--- src/clamped_row_sample_address_gen_macros.svh ---
// assertion macros of the address generator module
`ifndef CLAMPED_ROW_SAMPLE_ADDRESS_GEN_MACROS_SVH
`define CLAMPED_ROW_SAMPLE_ADDRESS_GEN_MACROS_SVH

// same-cycle implication, disabled during reset
`define CRSAG_ASSERT_IMPLY(label, clk, rst, ante, cons) \
   label: assert property (@(posedge clk) disable iff (rst) (ante) |-> (cons)) \
      else $error("address generator check failed");

// next-cycle implication, disabled during reset
`define CRSAG_ASSERT_NEXT(label, clk, rst, ante, cons) \
   label: assert property (@(posedge clk) disable iff (rst) (ante) |=> (cons)) \
      else $error("address generator check failed");

`endif

--- src/crsag_pkg.sv ---
// ----------------------------------------------------------------------------
// crsag_pkg
// shared types and constants of the clamped row sample address generator
// ----------------------------------------------------------------------------
package crsag_pkg;

   // largest image dimension honored by the clamp
   localparam int MAX_DIM = 4096;
   // one whole pixel in fraction units
   localparam int FRAC_ONE = 65535;

   localparam int POS_W   = 24;
   localparam int FRAC_W  = 22;
   localparam int COORD_W = 12;
   localparam int DIM_W   = 13;

   // item action codes
   localparam logic ACT_LOAD = 1'b0;
   localparam logic ACT_STEP = 1'b1;

   // register indexes
   localparam logic [2:0] REG_X_STEP      = 3'd0;
   localparam logic [2:0] REG_Y_STEP      = 3'd1;
   localparam logic [2:0] REG_X_FRAC_STEP = 3'd2;
   localparam logic [2:0] REG_Y_FRAC_STEP = 3'd3;
   localparam logic [2:0] REG_IMAGE_W     = 3'd4;
   localparam logic [2:0] REG_IMAGE_H     = 3'd5;

   typedef struct packed {
      logic signed [11:0] x_step;
      logic signed [11:0] y_step;
      logic signed [20:0] x_frac_step;
      logic signed [20:0] y_frac_step;
      logic [DIM_W-1:0]   image_width;
      logic [DIM_W-1:0]   image_height;
   } cfg_type;

endpackage

--- src/clamped_row_sample_address_gen.sv ---
// ----------------------------------------------------------------------------
// clamped_row_sample_address_gen
// nearest-neighbor source address generator for one resampled row
// ----------------------------------------------------------------------------
// A load item (action 0) sets the row start position and length and returns
// nothing; each step item (action 1) returns one clamped source coordinate
// pair with an alpha-zero flag and a last-of-row mark, then advances by the
// configured increments. Steps after the row is done are dropped. Items are
// taken one per clock while the result slot is free (req_stall holds them
// otherwise): an item is captured in an input register, and once the result
// slot is free the normalize, clamp and advance logic updates the row state
// and loads the result register, from which the result is taken. The row
// state update is the loop that sets the one-item-per-clock rate.
// Configuration registers are written through the apb-style port; the user
// must write them only while no item is in flight, the block does not enforce it.
module clamped_row_sample_address_gen (
   input  logic         clock,
   input  logic         reset,
   // input channel
   input  logic         req_valid,
   output logic         req_stall,
   input  logic         req_action,
   input  logic [15:0]  req_start_x,
   input  logic [15:0]  req_start_y,
   input  logic [15:0]  req_start_frac_x,
   input  logic [15:0]  req_start_frac_y,
   input  logic [12:0]  req_row_length,
   // result channel
   output logic         rsp_valid,
   input  logic         rsp_stall,
   output logic [11:0]  rsp_read_x,
   output logic [11:0]  rsp_read_y,
   output logic         rsp_alpha_zero,
   output logic         rsp_last_in_row,
   // configuration port
   input  logic         psel,
   input  logic         penable,
   input  logic         pwrite,
   input  logic [4:0]   paddr,
   input  logic [31:0]  pwdata,
   output logic [31:0]  prdata,
   output logic         pready
);

`include "clamped_row_sample_address_gen_macros.svh"

   crsag_pkg::cfg_type cfg;

   // input register
   logic         in_vld_ff,  in_vld_in;
   logic         in_action_ff;
   logic [15:0]  in_start_x_ff, in_start_y_ff;
   logic [15:0]  in_frac_x_ff, in_frac_y_ff;
   logic [12:0]  in_length_ff;

   // row state
   logic signed [crsag_pkg::POS_W-1:0]  pos_x_ff, pos_x_in, pos_y_ff, pos_y_in;
   logic signed [crsag_pkg::FRAC_W-1:0] frac_x_ff, frac_x_in, frac_y_ff, frac_y_in;
   logic [crsag_pkg::DIM_W-1:0]         left_ff, left_in;

   // result register
   logic         out_vld_ff, out_vld_in;
   logic [11:0]  out_x_ff, out_y_ff;
   logic         out_alpha_ff, out_last_ff;

   logic         out_free, process, accept, emit, last_pix;
   logic signed [crsag_pkg::POS_W-1:0]  norm_pos_x, norm_pos_y;
   logic signed [crsag_pkg::FRAC_W-1:0] norm_frac_x, norm_frac_y;
   logic [11:0]  clamp_x, clamp_y;
   logic         clamped_x, clamped_y;

   crsag_csr u_csr (
      .clock   (clock),
      .reset   (reset),
      .psel    (psel),
      .penable (penable),
      .pwrite  (pwrite),
      .paddr   (paddr),
      .pwdata  (pwdata),
      .prdata  (prdata),
      .pready  (pready),
      .cfg     (cfg)
   );

   // handshake: the input register drains whenever the result slot is free
   assign out_free  = !out_vld_ff || !rsp_stall;
   assign process   = in_vld_ff && out_free;
   assign req_stall = in_vld_ff && !out_free;
   assign accept    = req_valid && !req_stall;
   assign emit      = process && (in_action_ff == crsag_pkg::ACT_STEP) && (left_ff != '0);
   assign last_pix  = left_ff == crsag_pkg::DIM_W'(1);

   always_comb begin
      if (accept) begin
         in_vld_in = 1'b1;
      end else if (process) begin
         in_vld_in = 1'b0;
      end else begin
         in_vld_in = in_vld_ff;
      end
   end

   always_ff @(posedge clock) begin
      if (reset) begin
         in_vld_ff <= 1'b0;
      end else begin
         in_vld_ff <= in_vld_in;
      end
   end

   always_ff @(posedge clock) begin
      if (accept) begin
         in_action_ff  <= req_action;
         in_start_x_ff <= req_start_x;
         in_start_y_ff <= req_start_y;
         in_frac_x_ff  <= req_start_frac_x;
         in_frac_y_ff  <= req_start_frac_y;
         in_length_ff  <= req_row_length;
      end
   end

   // normalize both axes
   crsag_norm u_norm_x (
      .pos      (pos_x_ff),
      .frac     (frac_x_ff),
      .pos_out  (norm_pos_x),
      .frac_out (norm_frac_x)
   );

   crsag_norm u_norm_y (
      .pos      (pos_y_ff),
      .frac     (frac_y_ff),
      .pos_out  (norm_pos_y),
      .frac_out (norm_frac_y)
   );

   // clamp both axes into the image
   crsag_clamp u_clamp_x (
      .pos     (norm_pos_x),
      .size    (cfg.image_width),
      .coord   (clamp_x),
      .clamped (clamped_x)
   );

   crsag_clamp u_clamp_y (
      .pos     (norm_pos_y),
      .size    (cfg.image_height),
      .coord   (clamp_y),
      .clamped (clamped_y)
   );

   // row state update: load, or advance after a step
   always_comb begin
      pos_x_in  = pos_x_ff;
      pos_y_in  = pos_y_ff;
      frac_x_in = frac_x_ff;
      frac_y_in = frac_y_ff;
      left_in   = left_ff;
      if (process && (in_action_ff == crsag_pkg::ACT_LOAD)) begin
         pos_x_in  = crsag_pkg::POS_W'($signed(in_start_x_ff));
         pos_y_in  = crsag_pkg::POS_W'($signed(in_start_y_ff));
         frac_x_in = $signed(crsag_pkg::FRAC_W'(in_frac_x_ff));
         frac_y_in = $signed(crsag_pkg::FRAC_W'(in_frac_y_ff));
         left_in   = in_length_ff;
      end else if (emit) begin
         pos_x_in  = norm_pos_x + crsag_pkg::POS_W'(cfg.x_step);
         pos_y_in  = norm_pos_y + crsag_pkg::POS_W'(cfg.y_step);
         frac_x_in = norm_frac_x + crsag_pkg::FRAC_W'(cfg.x_frac_step);
         frac_y_in = norm_frac_y + crsag_pkg::FRAC_W'(cfg.y_frac_step);
         left_in   = left_ff - crsag_pkg::DIM_W'(1);
      end
   end

   always_ff @(posedge clock) begin
      if (reset) begin
         pos_x_ff  <= '0;
         pos_y_ff  <= '0;
         frac_x_ff <= '0;
         frac_y_ff <= '0;
         left_ff   <= '0;
      end else begin
         pos_x_ff  <= pos_x_in;
         pos_y_ff  <= pos_y_in;
         frac_x_ff <= frac_x_in;
         frac_y_ff <= frac_y_in;
         left_ff   <= left_in;
      end
   end

   // result register
   always_comb begin
      if (emit) begin
         out_vld_in = 1'b1;
      end else if (rsp_stall) begin
         out_vld_in = out_vld_ff;
      end else begin
         out_vld_in = 1'b0;
      end
   end

   always_ff @(posedge clock) begin
      if (reset) begin
         out_vld_ff <= 1'b0;
      end else begin
         out_vld_ff <= out_vld_in;
      end
   end

   always_ff @(posedge clock) begin
      if (emit) begin
         out_x_ff     <= clamp_x;
         out_y_ff     <= clamp_y;
         out_alpha_ff <= clamped_x || clamped_y;
         out_last_ff  <= last_pix;
      end
   end

   assign rsp_valid       = out_vld_ff;
   assign rsp_read_x      = out_x_ff;
   assign rsp_read_y      = out_y_ff;
   assign rsp_alpha_zero  = out_alpha_ff;
   assign rsp_last_in_row = out_last_ff;

   // checks
   `CRSAG_ASSERT_NEXT(a_held_item_kept, clock, reset, in_vld_ff && !out_free, in_vld_ff)
   `CRSAG_ASSERT_NEXT(a_last_empties_row, clock, reset, emit && last_pix, left_ff == '0)
   `CRSAG_ASSERT_NEXT(a_step_counts_down, clock, reset, emit,
                      left_ff == $past(left_ff) - crsag_pkg::DIM_W'(1))
   `CRSAG_ASSERT_IMPLY(a_norm_frac_range, clock, reset, emit,
                       norm_frac_x[crsag_pkg::FRAC_W-1:16] == '0
                       && norm_frac_y[crsag_pkg::FRAC_W-1:16] == '0)

endmodule

--- src/crsag_csr.sv ---
// ----------------------------------------------------------------------------
// crsag_csr
// configuration register file behind a simple apb-style port
// ----------------------------------------------------------------------------
module crsag_csr (
   input  logic                clock,
   input  logic                reset,
   input  logic                psel,
   input  logic                penable,
   input  logic                pwrite,
   input  logic [4:0]          paddr,
   input  logic [31:0]         pwdata,
   output logic [31:0]         prdata,
   output logic                pready,
   output crsag_pkg::cfg_type  cfg
);

   crsag_pkg::cfg_type cfg_ff;
   crsag_pkg::cfg_type cfg_in;
   logic [2:0]         reg_idx;
   logic               wr_en;

   assign reg_idx = paddr[4:2];
   assign wr_en   = psel && penable && pwrite;
   assign pready  = 1'b1;
   assign cfg     = cfg_ff;

   // register write decode
   always_comb begin
      cfg_in = cfg_ff;
      if (wr_en) begin
         unique case (reg_idx)
            crsag_pkg::REG_X_STEP:      cfg_in.x_step      = pwdata[11:0];
            crsag_pkg::REG_Y_STEP:      cfg_in.y_step      = pwdata[11:0];
            crsag_pkg::REG_X_FRAC_STEP: cfg_in.x_frac_step = pwdata[20:0];
            crsag_pkg::REG_Y_FRAC_STEP: cfg_in.y_frac_step = pwdata[20:0];
            crsag_pkg::REG_IMAGE_W:     cfg_in.image_width  = pwdata[12:0];
            crsag_pkg::REG_IMAGE_H:     cfg_in.image_height = pwdata[12:0];
            default: ;
         endcase
      end
   end

   always_ff @(posedge clock) begin
      if (reset) begin
         cfg_ff.x_step       <= 12'sd1;
         cfg_ff.y_step       <= 12'sd0;
         cfg_ff.x_frac_step  <= 21'sd0;
         cfg_ff.y_frac_step  <= 21'sd0;
         cfg_ff.image_width  <= 13'd256;
         cfg_ff.image_height <= 13'd256;
      end else begin
         cfg_ff <= cfg_in;
      end
   end

   // register read decode
   always_comb begin
      unique case (reg_idx)
         crsag_pkg::REG_X_STEP:      prdata = {20'd0, cfg_ff.x_step};
         crsag_pkg::REG_Y_STEP:      prdata = {20'd0, cfg_ff.y_step};
         crsag_pkg::REG_X_FRAC_STEP: prdata = {11'd0, cfg_ff.x_frac_step};
         crsag_pkg::REG_Y_FRAC_STEP: prdata = {11'd0, cfg_ff.y_frac_step};
         crsag_pkg::REG_IMAGE_W:     prdata = {19'd0, cfg_ff.image_width};
         crsag_pkg::REG_IMAGE_H:     prdata = {19'd0, cfg_ff.image_height};
         default:                    prdata = 32'd0;
      endcase
   end

endmodule

--- src/crsag_norm.sv ---
// ----------------------------------------------------------------------------
// crsag_norm
// moves whole pixels out of the fraction so it ends up in 0..65534
// (an exact negative multiple borrows one extra and leaves 65535)
// ----------------------------------------------------------------------------
module crsag_norm (
   input  logic signed [crsag_pkg::POS_W-1:0]  pos,
   input  logic signed [crsag_pkg::FRAC_W-1:0] frac,
   output logic signed [crsag_pkg::POS_W-1:0]  pos_out,
   output logic signed [crsag_pkg::FRAC_W-1:0] frac_out
);

   logic                             neg;
   logic [crsag_pkg::FRAC_W-1:0]     mag;
   logic [5:0]                       mag_hi;
   logic [15:0]                      mag_lo;
   logic [16:0]                      part_sum;
   logic                             wrap;
   logic [6:0]                       quot;
   logic [15:0]                      rem;
   logic [crsag_pkg::POS_W-1:0]      delta;

   assign neg = frac[crsag_pkg::FRAC_W-1];
   assign mag = neg ? crsag_pkg::FRAC_W'(-frac) : crsag_pkg::FRAC_W'(frac);

   // divide by 2^16-1: m = hi*65536 + lo = hi*65535 + (hi + lo)
   assign mag_hi   = mag[21:16];
   assign mag_lo   = mag[15:0];
   assign part_sum = 17'(mag_hi) + 17'(mag_lo);
   assign wrap     = part_sum >= 17'(crsag_pkg::FRAC_ONE);
   assign quot     = 7'(mag_hi) + 7'(wrap);
   assign rem      = wrap ? 16'(part_sum - 17'(crsag_pkg::FRAC_ONE)) : part_sum[15:0];

   // borrow is -(q+1), which is the complement of q
   assign delta   = neg ? ~crsag_pkg::POS_W'(quot) : crsag_pkg::POS_W'(quot);
   assign pos_out = pos + $signed(delta);

   assign frac_out = neg ? $signed(crsag_pkg::FRAC_W'(17'(crsag_pkg::FRAC_ONE) - 17'(rem)))
                         : $signed(crsag_pkg::FRAC_W'(rem));

endmodule

--- src/crsag_clamp.sv ---
// ----------------------------------------------------------------------------
// crsag_clamp
// clamps one axis position into the image and flags when it had to
// ----------------------------------------------------------------------------
module crsag_clamp (
   input  logic signed [crsag_pkg::POS_W-1:0] pos,
   input  logic [crsag_pkg::DIM_W-1:0]        size,
   output logic [crsag_pkg::COORD_W-1:0]      coord,
   output logic                               clamped
);

   logic                          over_cap;
   logic [crsag_pkg::DIM_W-1:0]   eff_size;
   logic [crsag_pkg::DIM_W-1:0]   limit;
   logic                          below;
   logic                          above;

   // zero size counts as one, large sizes are capped
   assign over_cap = 32'(size) > crsag_pkg::MAX_DIM;
   always_comb begin
      if (size == '0) begin
         eff_size = crsag_pkg::DIM_W'(1);
      end else if (over_cap) begin
         eff_size = crsag_pkg::DIM_W'(crsag_pkg::MAX_DIM);
      end else begin
         eff_size = size;
      end
   end

   assign limit = eff_size - crsag_pkg::DIM_W'(1);
   assign below = pos[crsag_pkg::POS_W-1];
   assign above = !below && (pos[crsag_pkg::POS_W-2:0] >= (crsag_pkg::POS_W-1)'(eff_size));

   // select clamped coordinate
   always_comb begin
      if (below) begin
         coord = '0;
      end else if (above) begin
         coord = limit[crsag_pkg::COORD_W-1:0];
      end else begin
         coord = pos[crsag_pkg::COORD_W-1:0];
      end
   end

   assign clamped = below || above;

endmodule
--- config.mk ---
export PLATFORM = sky130hd
export DESIGN_NAME = clamped_row_sample_address_gen
export DESIGN_NICKNAME = d
export VERILOG_FILES = /design/src/crsag_pkg.sv /design/src/clamped_row_sample_address_gen.sv /design/src/crsag_csr.sv /design/src/crsag_norm.sv /design/src/crsag_clamp.sv
export VERILOG_INCLUDE_DIRS = /design/src /design/src/src
export SDC_FILE = /design/constraint.sdc
export NUM_CORES = 1
export LEC_CHECK = 0
export ABC_AREA = 1
export BUFFER_PORTS_ARGS = -buffer_cell sky130_fd_sc_hd__buf_2
export CORE_ASPECT_RATIO = 1.25
export CORE_MARGIN = 4
export CORE_UTILIZATION = 56
export CTS_CLUSTER_DIAMETER = 60
export DETAILED_ROUTE_END_ITERATION = 8
export PLACE_DENSITY_LB_ADDON = 0.05
export SLEW_MARGIN = 25
export SYNTH_ARGS = -nofsm -noshare
export SYNTH_HDL_FRONTEND = slang
export SYNTH_SLANG_ARGS = --single-unit
--- constraint.sdc ---
create_clock -name clock -period 7.5 [get_ports clock]
set_clock_uncertainty 0.1 [all_clocks]
set_input_delay 1.125 -clock clock [delete_from_list [all_inputs] [get_ports clock]]
set_output_delay 1.125 -clock clock [all_outputs]
set_load 0.01 [all_outputs]
# Word level (Yosys, flattened, before mapping)
# Index checks and enable logic that the tools add are counted.
op_classes:
  magnitude_cmp: 6
  reduce_logical: 33
  bitwise_logic: 3
  muxes: 29
  addsub: 19
  n_eq_ne: 7
op_table:
  columns: ["operator", "n"]
  rows:
  - ["two-way mux 24 bit", 6]
  - ["one-hot mux 21 bit (6 select lines)", 1]
  - ["two-way mux 16 bit", 6]
  - ["two-way mux 22 bit", 4]
  - ["two-way mux 13 bit", 6]
  - ["adder 24 x 12 -> 24 bit", 2]
  - ["adder 24 bit", 2]
  - ["NOT 7 -> 24 bit", 2]
  - ["greater-or-equal comparator 23 x 13 -> 1 bit", 2]
  - ["adder 22 x 21 -> 22 bit", 2]
  - ["negator 22 bit", 2]
  - ["adder 6 x 16 -> 17 bit", 2]
  - ["greater-or-equal comparator 17 x 16 -> 1 bit, second input constant", 2]
  - ["subtractor 16 x 16 -> 17 bit, first input constant", 2]
  - ["subtractor 16 bit, second input constant", 2]
  - ["> comparator 13 bit, second input constant", 2]
  - ["zero test 13 bit", 2]
  - ["two-way mux 12 bit", 2]
  - ["subtractor 12 x 1 -> 12 bit, second input constant", 2]
  - ["adder 6 x 1 -> 7 bit", 2]
  - ["equality test 13 x 1 -> 1 bit, second input constant", 1]
  - ["nonzero test 13 bit", 1]
  - ["subtractor 13 x 1 -> 13 bit, second input constant", 1]
  - ["AND reduction 2 bit", 6]
  - ["other kinds (12)", 35]
word_totals:
  wordCells: 122
  out_inout_bits: 61
  register_bits: 303

# Depth between registers and ports, before layout
logic_depth:
  word_depth: 12
  depth_mapped: 57
  depth_no_buf: 57

# Hierarchy
# From an unflattened synthesis, not the netlist that was laid out.
hier_totals:
  hier_cells: 4135
  area_unflattened_um2: 26837.0
by_module_without_submodules:
  columns: ["mod", "instances", "area_per_inst_um2", "cells_each"]
  rows:
  - ["clamped_row_sample_address_gen", 1, 13958.4, 1997]
  - ["crsag_csr", 1, 4762.1, 731]
  - ["crsag_norm (u_norm_y)", 1, 3226.8, 543]
  - ["crsag_norm (u_norm_x)", 1, 3015.4, 516]
  - ["crsag_clamp", 2, 937.1, 174]

# Worst setup path before layout
# OpenSTA, ideal clock, no wires.
synth_timing:
  path_type: "register -> register"
  from: "register frac_y_ff[21] in the netlist's numbering"
  to: "register pos_y_ff[23] in the netlist's numbering"
  t_arrival_ns: 7.283
  required_time_ns: 7.263
  setup_slack_ns: -0.020
  path_stages_with_launch: 54
  n_path_buf: 4
  cell_sequence: "dfxtp_1 buf_2 buf_2 buf_2 buf_1 nand2_1 o21ai_0 inv_1 fa_1 or2_2 nand2_1 nand2_2 nand2_2 nand2_2 nand2_1 nand2_2 nand2_4 nand2_1 (+18 left out) inv_1 a21oi_2 o211ai_1 nand2_1 inv_1 ha_1 nand2_1 nor2_1 nand4_1 o21ai_0 nand2_1 o211ai_1 a21oi_1 inv_1 a21boi_0 a21oi_1 nand3b_1 a21oi_1"
synth_between:
  elab_chain_len: 11
synth_rtl:
  columns: ["element", "line_no", "text"]
  rows:
  - ["from (decl)", "clamped_row_sample_address_gen.sv:58", "logic signed [crsag_pkg::FRAC_W-1:0] frac_x_ff, frac_x_in, frac_y_ff, frac_y_in;"]
  - ["from (signal assigned)", "clamped_row_sample_address_gen.sv:185", "frac_y_ff <= frac_y_in;"]
  - ["negator 22 bit", "crsag_norm.sv:24", "assign mag = neg ? crsag_pkg::FRAC_W'(-frac) : crsag_pkg::FRAC_W'(frac);"]
  - ["two-way mux 22 bit", "crsag_norm.sv:24", null]
  - ["adder 6 x 16 -> 17 bit", "crsag_norm.sv:29", "assign part_sum = 17'(mag_hi) + 17'(mag_lo);"]
  - ["greater-or-equal comparator 17 x 16 -> 1 bit", "crsag_norm.sv:30", "assign wrap = part_sum >= 17'(crsag_pkg::FRAC_ONE);"]
  - ["adder 6 x 1 -> 7 bit", "crsag_norm.sv:31", "assign quot = 7'(mag_hi) + 7'(wrap);"]
  - ["NOT 7 -> 24 bit", "crsag_norm.sv:35", "assign delta = neg ? ~crsag_pkg::POS_W'(quot) : crsag_pkg::POS_W'(quot);"]
  - ["two-way mux 24 bit (*)", "crsag_norm.sv:35", null]
  - ["adder 24 bit (*)", "crsag_norm.sv:36", "assign pos_out = pos + $signed(delta);"]
  - ["adder 24 x 12 -> 24 bit (*)", "clamped_row_sample_address_gen.sv:167", "pos_y_in = norm_pos_y + crsag_pkg::POS_W'(cfg.y_step);"]
  - ["two-way mux 24 bit (*)", "clamped_row_sample_address_gen.sv:165", "end else if (emit) begin"]
  - ["two-way mux 24 bit (*)", "clamped_row_sample_address_gen.sv:159", "if (process && (in_action_ff == crsag_pkg::ACT_LOAD)) begin"]
  - ["to (signal assigned)", "clamped_row_sample_address_gen.sv:183", "pos_y_ff <= pos_y_in;"]
  - ["to (decl)", "clamped_row_sample_address_gen.sv:57", "logic signed [crsag_pkg::POS_W-1:0] pos_x_ff, pos_x_in, pos_y_ff, pos_y_in;"]
# Mark *: on every way between the ends. The rest lies on a longest branch, timed or not. The select of a mux whose other input is x is not followed.
# A chain may end at the register's enable or synchronous reset.

# Worst setup path after layout
layout_timing:
  from: "register frac_y_ff[0] in the netlist's numbering"
  to: "register pos_y_ff[23] in the netlist's numbering"
layout_between:
  elab_chain_len: 11
layout_rtl:
  columns: ["element", "line_no"]
  rows:
  - ["negator 22 bit", "crsag_norm.sv:24"]
  - ["two-way mux 22 bit (*)", "crsag_norm.sv:24"]
  - ["adder 6 x 16 -> 17 bit", "crsag_norm.sv:29"]
  - ["greater-or-equal comparator 17 x 16 -> 1 bit", "crsag_norm.sv:30"]
  - ["adder 6 x 1 -> 7 bit (*)", "crsag_norm.sv:31"]
  - ["NOT 7 -> 24 bit", "crsag_norm.sv:35"]
  - ["two-way mux 24 bit (*)", "crsag_norm.sv:35"]
  - ["adder 24 bit (*)", "crsag_norm.sv:36"]
  - ["adder 24 x 12 -> 24 bit (*)", "clamped_row_sample_address_gen.sv:167"]
  - ["two-way mux 24 bit (*)", "clamped_row_sample_address_gen.sv:165"]
  - ["two-way mux 24 bit (*)", "clamped_row_sample_address_gen.sv:159"]
# Marked as above.

==> out/qor.txt <==
Clock transition at path regs: 60 ps
Layout area overhead: 32.12%
Diodes inserted: 0
Mapped Area: 22850 sq um
Period utilisation layout: 99.65%
PwrDens: 163.8 nW/um^2
Slew @ Worst Pin: 1158 ps
Mean Syn Cell Area: 7.187 sq um
Endpoint type of the worst setup path: flop
Multi-input gate area: 15680 sq um
Final hold violations: 0
H-tree lvl count: 2
First-pass GRT wire length: 118700 microns
Most frequent cell after synthesis: nand2_1
Met2 usage: 56.36%
Slew HR: 22.78%
Total routed wirelength: 78110 microns
# DRC: 0
Core area: 40220 sq um
Final WS setup: 26.11 ps
DR iter-0 viols: 1762
Clock buffer depth: 3
Post-DP HPWL: 56710 microns
Startpoint types: flop
Yosys reg bits: 303
Top-Level Pins: 183
Met3 Track Usage GR: 4.899%
Cells after DPL: 4163
Leading area contributor after synthesis: dfxtp_1
Crit path DAT: 7870 ps
Sw Share: 31.58%
NetSw: 1.562 mW
Antenna Nets Post-Route: 0
Synth warn: 0
Share of the synthesized area in the top cell type: 17.43%
Max cap viols: 0
Routed WL per cell: 18.09 microns
Syn Inst Count: 3180
RSZ-0062 raised after global routing: true
Post-synth EDFFs: 104
Final setup vio count: 0
Root buffer cell: clkbuf_16
Clock Power Share: 35.4%
Fin crit period: 7474 ps
Total leakage power: 14.50 nW
CP max stage cell: ha_1
Die Y: 233.9 microns
Synth Flop Type: dfxtp_1
Cell family with most CP delay: simple AND/OR/NAND/NOR gates
CTS Hold Bufs: 0
CTS tree: built
Met1 usage: 40.90%
FILL cells: 3130
Overflow after GRT: 0
Buf+Inv Stages, Crit Path: 8
Post-synth ARST share: 0%
Worst vdd ir: 212.3 uV
Top cells by area, synth: dfxtp_1 17%, edfxtp_1 14%, nand2_1 10%
Worst-Skew Late Latency: 560 ps
Fin Hold WS: 373.7 ps
Combinational Power Share: 27.0%
Setup TNS: 0 ps
DR vias/cell: 5.662
Vias in the first global route: 23580
Initial Util: 56.82%
Vias: 24440
Finished Core Util: 75.07%
First-pass detailed-route iteration total: 6
Port Buffers: 157
Internal Pwr Total: 3.385 mW
Final Power: 4.947 mW
Status: completed
Required @ worst endpoint: 7890 ps
Initial antenna violation count: 2
Final Slew Violations: 0
Clk sink count: 303
Sequential Power Share: 37.5%
Final nets: 4049
Most frequent cell on the critical path: nand2_2
CP Max Fanout: 5
Achievable Freq: 133.8 MHz
Netlist cell types: 59
Placed cell area: 26760 sq um
Finished Layout Cells: 4317
Seq. cell area: 7116 sq um
Kind of critical path: flop to flop
GRT Total Usage: 33.20%
Area of the die: 44120 sq um
Die X: 188.7 microns
CTS Buf Count: 35
Post-synth top cells: 628 x nand2_1, 340 x nor2_1, 301 x inv_1
Finished Cell Area: 30190 sq um
Hold Crit Class: flop to flop
Row Count: 82
Share of cells above drive strength 1: 28.24%
Pin count of the biggest net entering global routing: 125
GRT busiest layer: met2
Gpl congestion: 0.9753
Peak per-stage delay on the critical path: 380 ps
Sequential fraction of the synthesis area: 31.10%
Place WS: -883.6 ps
[worst paths after layout]
check / cells after the start / start / to / slack, ps
setup / recovery: 52 / frac_y_ff[0] / pos_y_ff[23] / 30
hold / removal: 2 / pos_y_ff[9] / pos_y_ff[9] / 370
setup reg to reg: 52 / frac_y_ff[0] / pos_y_ff[23] / 30
hold reg to reg: 2 / pos_y_ff[9] / pos_y_ff[9] / 370
[layout by cell type (no fill, tap or decap), drive strengths merged, types with 13 or more instances in the layout]
master / count
nor4: 14
dfxtp: 199
or2: 18
nand4: 46
a31oi: 24
o211ai: 17
xor2: 146
ha: 174
nor3: 40
buf: 620
a22oi: 14
nand3: 177
edfxtp: 104
nand2: 667
xnor2: 44
nor2: 366
clkbuf: 49
o22ai: 13
nand3b: 16
a21oi: 292
o21ai: 293
inv: 322
[final cells by class]
| cell class | count | area share, % |
|---|---|---|
| Clock inverter | 14 | 0.5263 |
| Sequential cell | 303 | 23.57 |
| Clock buffer | 49 | 3.282 |
| Tap cell | 546 | 2.263 |
| Inverter | 323 | 4.090 |
| Multi-Input combinational cell | 2462 | 51.95 |
| Timing Repair Buffer | 620 | 14.33 |
[metal layers]
metal | up-vias | wire length (microns)
li1 | 11840 | -
met1 | 11350 | 30990
met2 | 960 | 37110
met3 | 286 | 5391
met4 | 2 | 4607
met5 | - | 12
[tightest hold or removal path, delay by kind of cell (launching register included)]
kind             cells  cell delay (ps)
flip-flops           1              310
AND/OR/NAND/NOR      1               60
AO/OA/AOI/OAI        1               50
[logic make-up (layout without fill, tap and decap cells)]
family,Yosys count,count (layout),synth area share (%)
compound gates,727,727,17.57
buf+inv,426,1006,7.325
other cells,2,12,0.03286
simple gates,1350,1351,26.23
fa+ha+maj,182,182,10.23
xor+xnor,190,190,7.512
flops,303,303,31.10
[flip-flops by register name, summed over array words and instances, names as in the netlist]
register         cells
u_csr.cfg           92
pos_x_ff            24
pos_y_ff            24
frac_x_ff           22
frac_y_ff           22
in_frac_x_ff        16
in_frac_y_ff        16
in_start_x_ff       16
in_start_y_ff       16
in_length_ff        13
left_ff             13
rsp_read_x          12
rsp_read_y          12
in_action_ff         1
in_vld_ff            1
rsp_alpha_zero       1
rsp_last_in_row      1
rsp_valid            1
[power groups by stage]
stage	clock (mW)	combinational, mW	sequential (mW)
3_5_place_dp	0	1.15	1.89
3_3_place_gp	0	1.12	1.88
5_1_grt	1.84	1.46	1.86
6_report	1.75	1.34	1.86
2_1_floorplan	0	0.680	1.88
4_1_cts	1.78	1.20	1.85
[what timing repair did]
action                     CTS  global route
pin swaps                   61           161
gates cloned                 0             1
gates resized for setup    105           248
setup buffers               47            46
setup endpoints to repair   55            65
No activity file was read; power rests on OpenSTA's default activity.
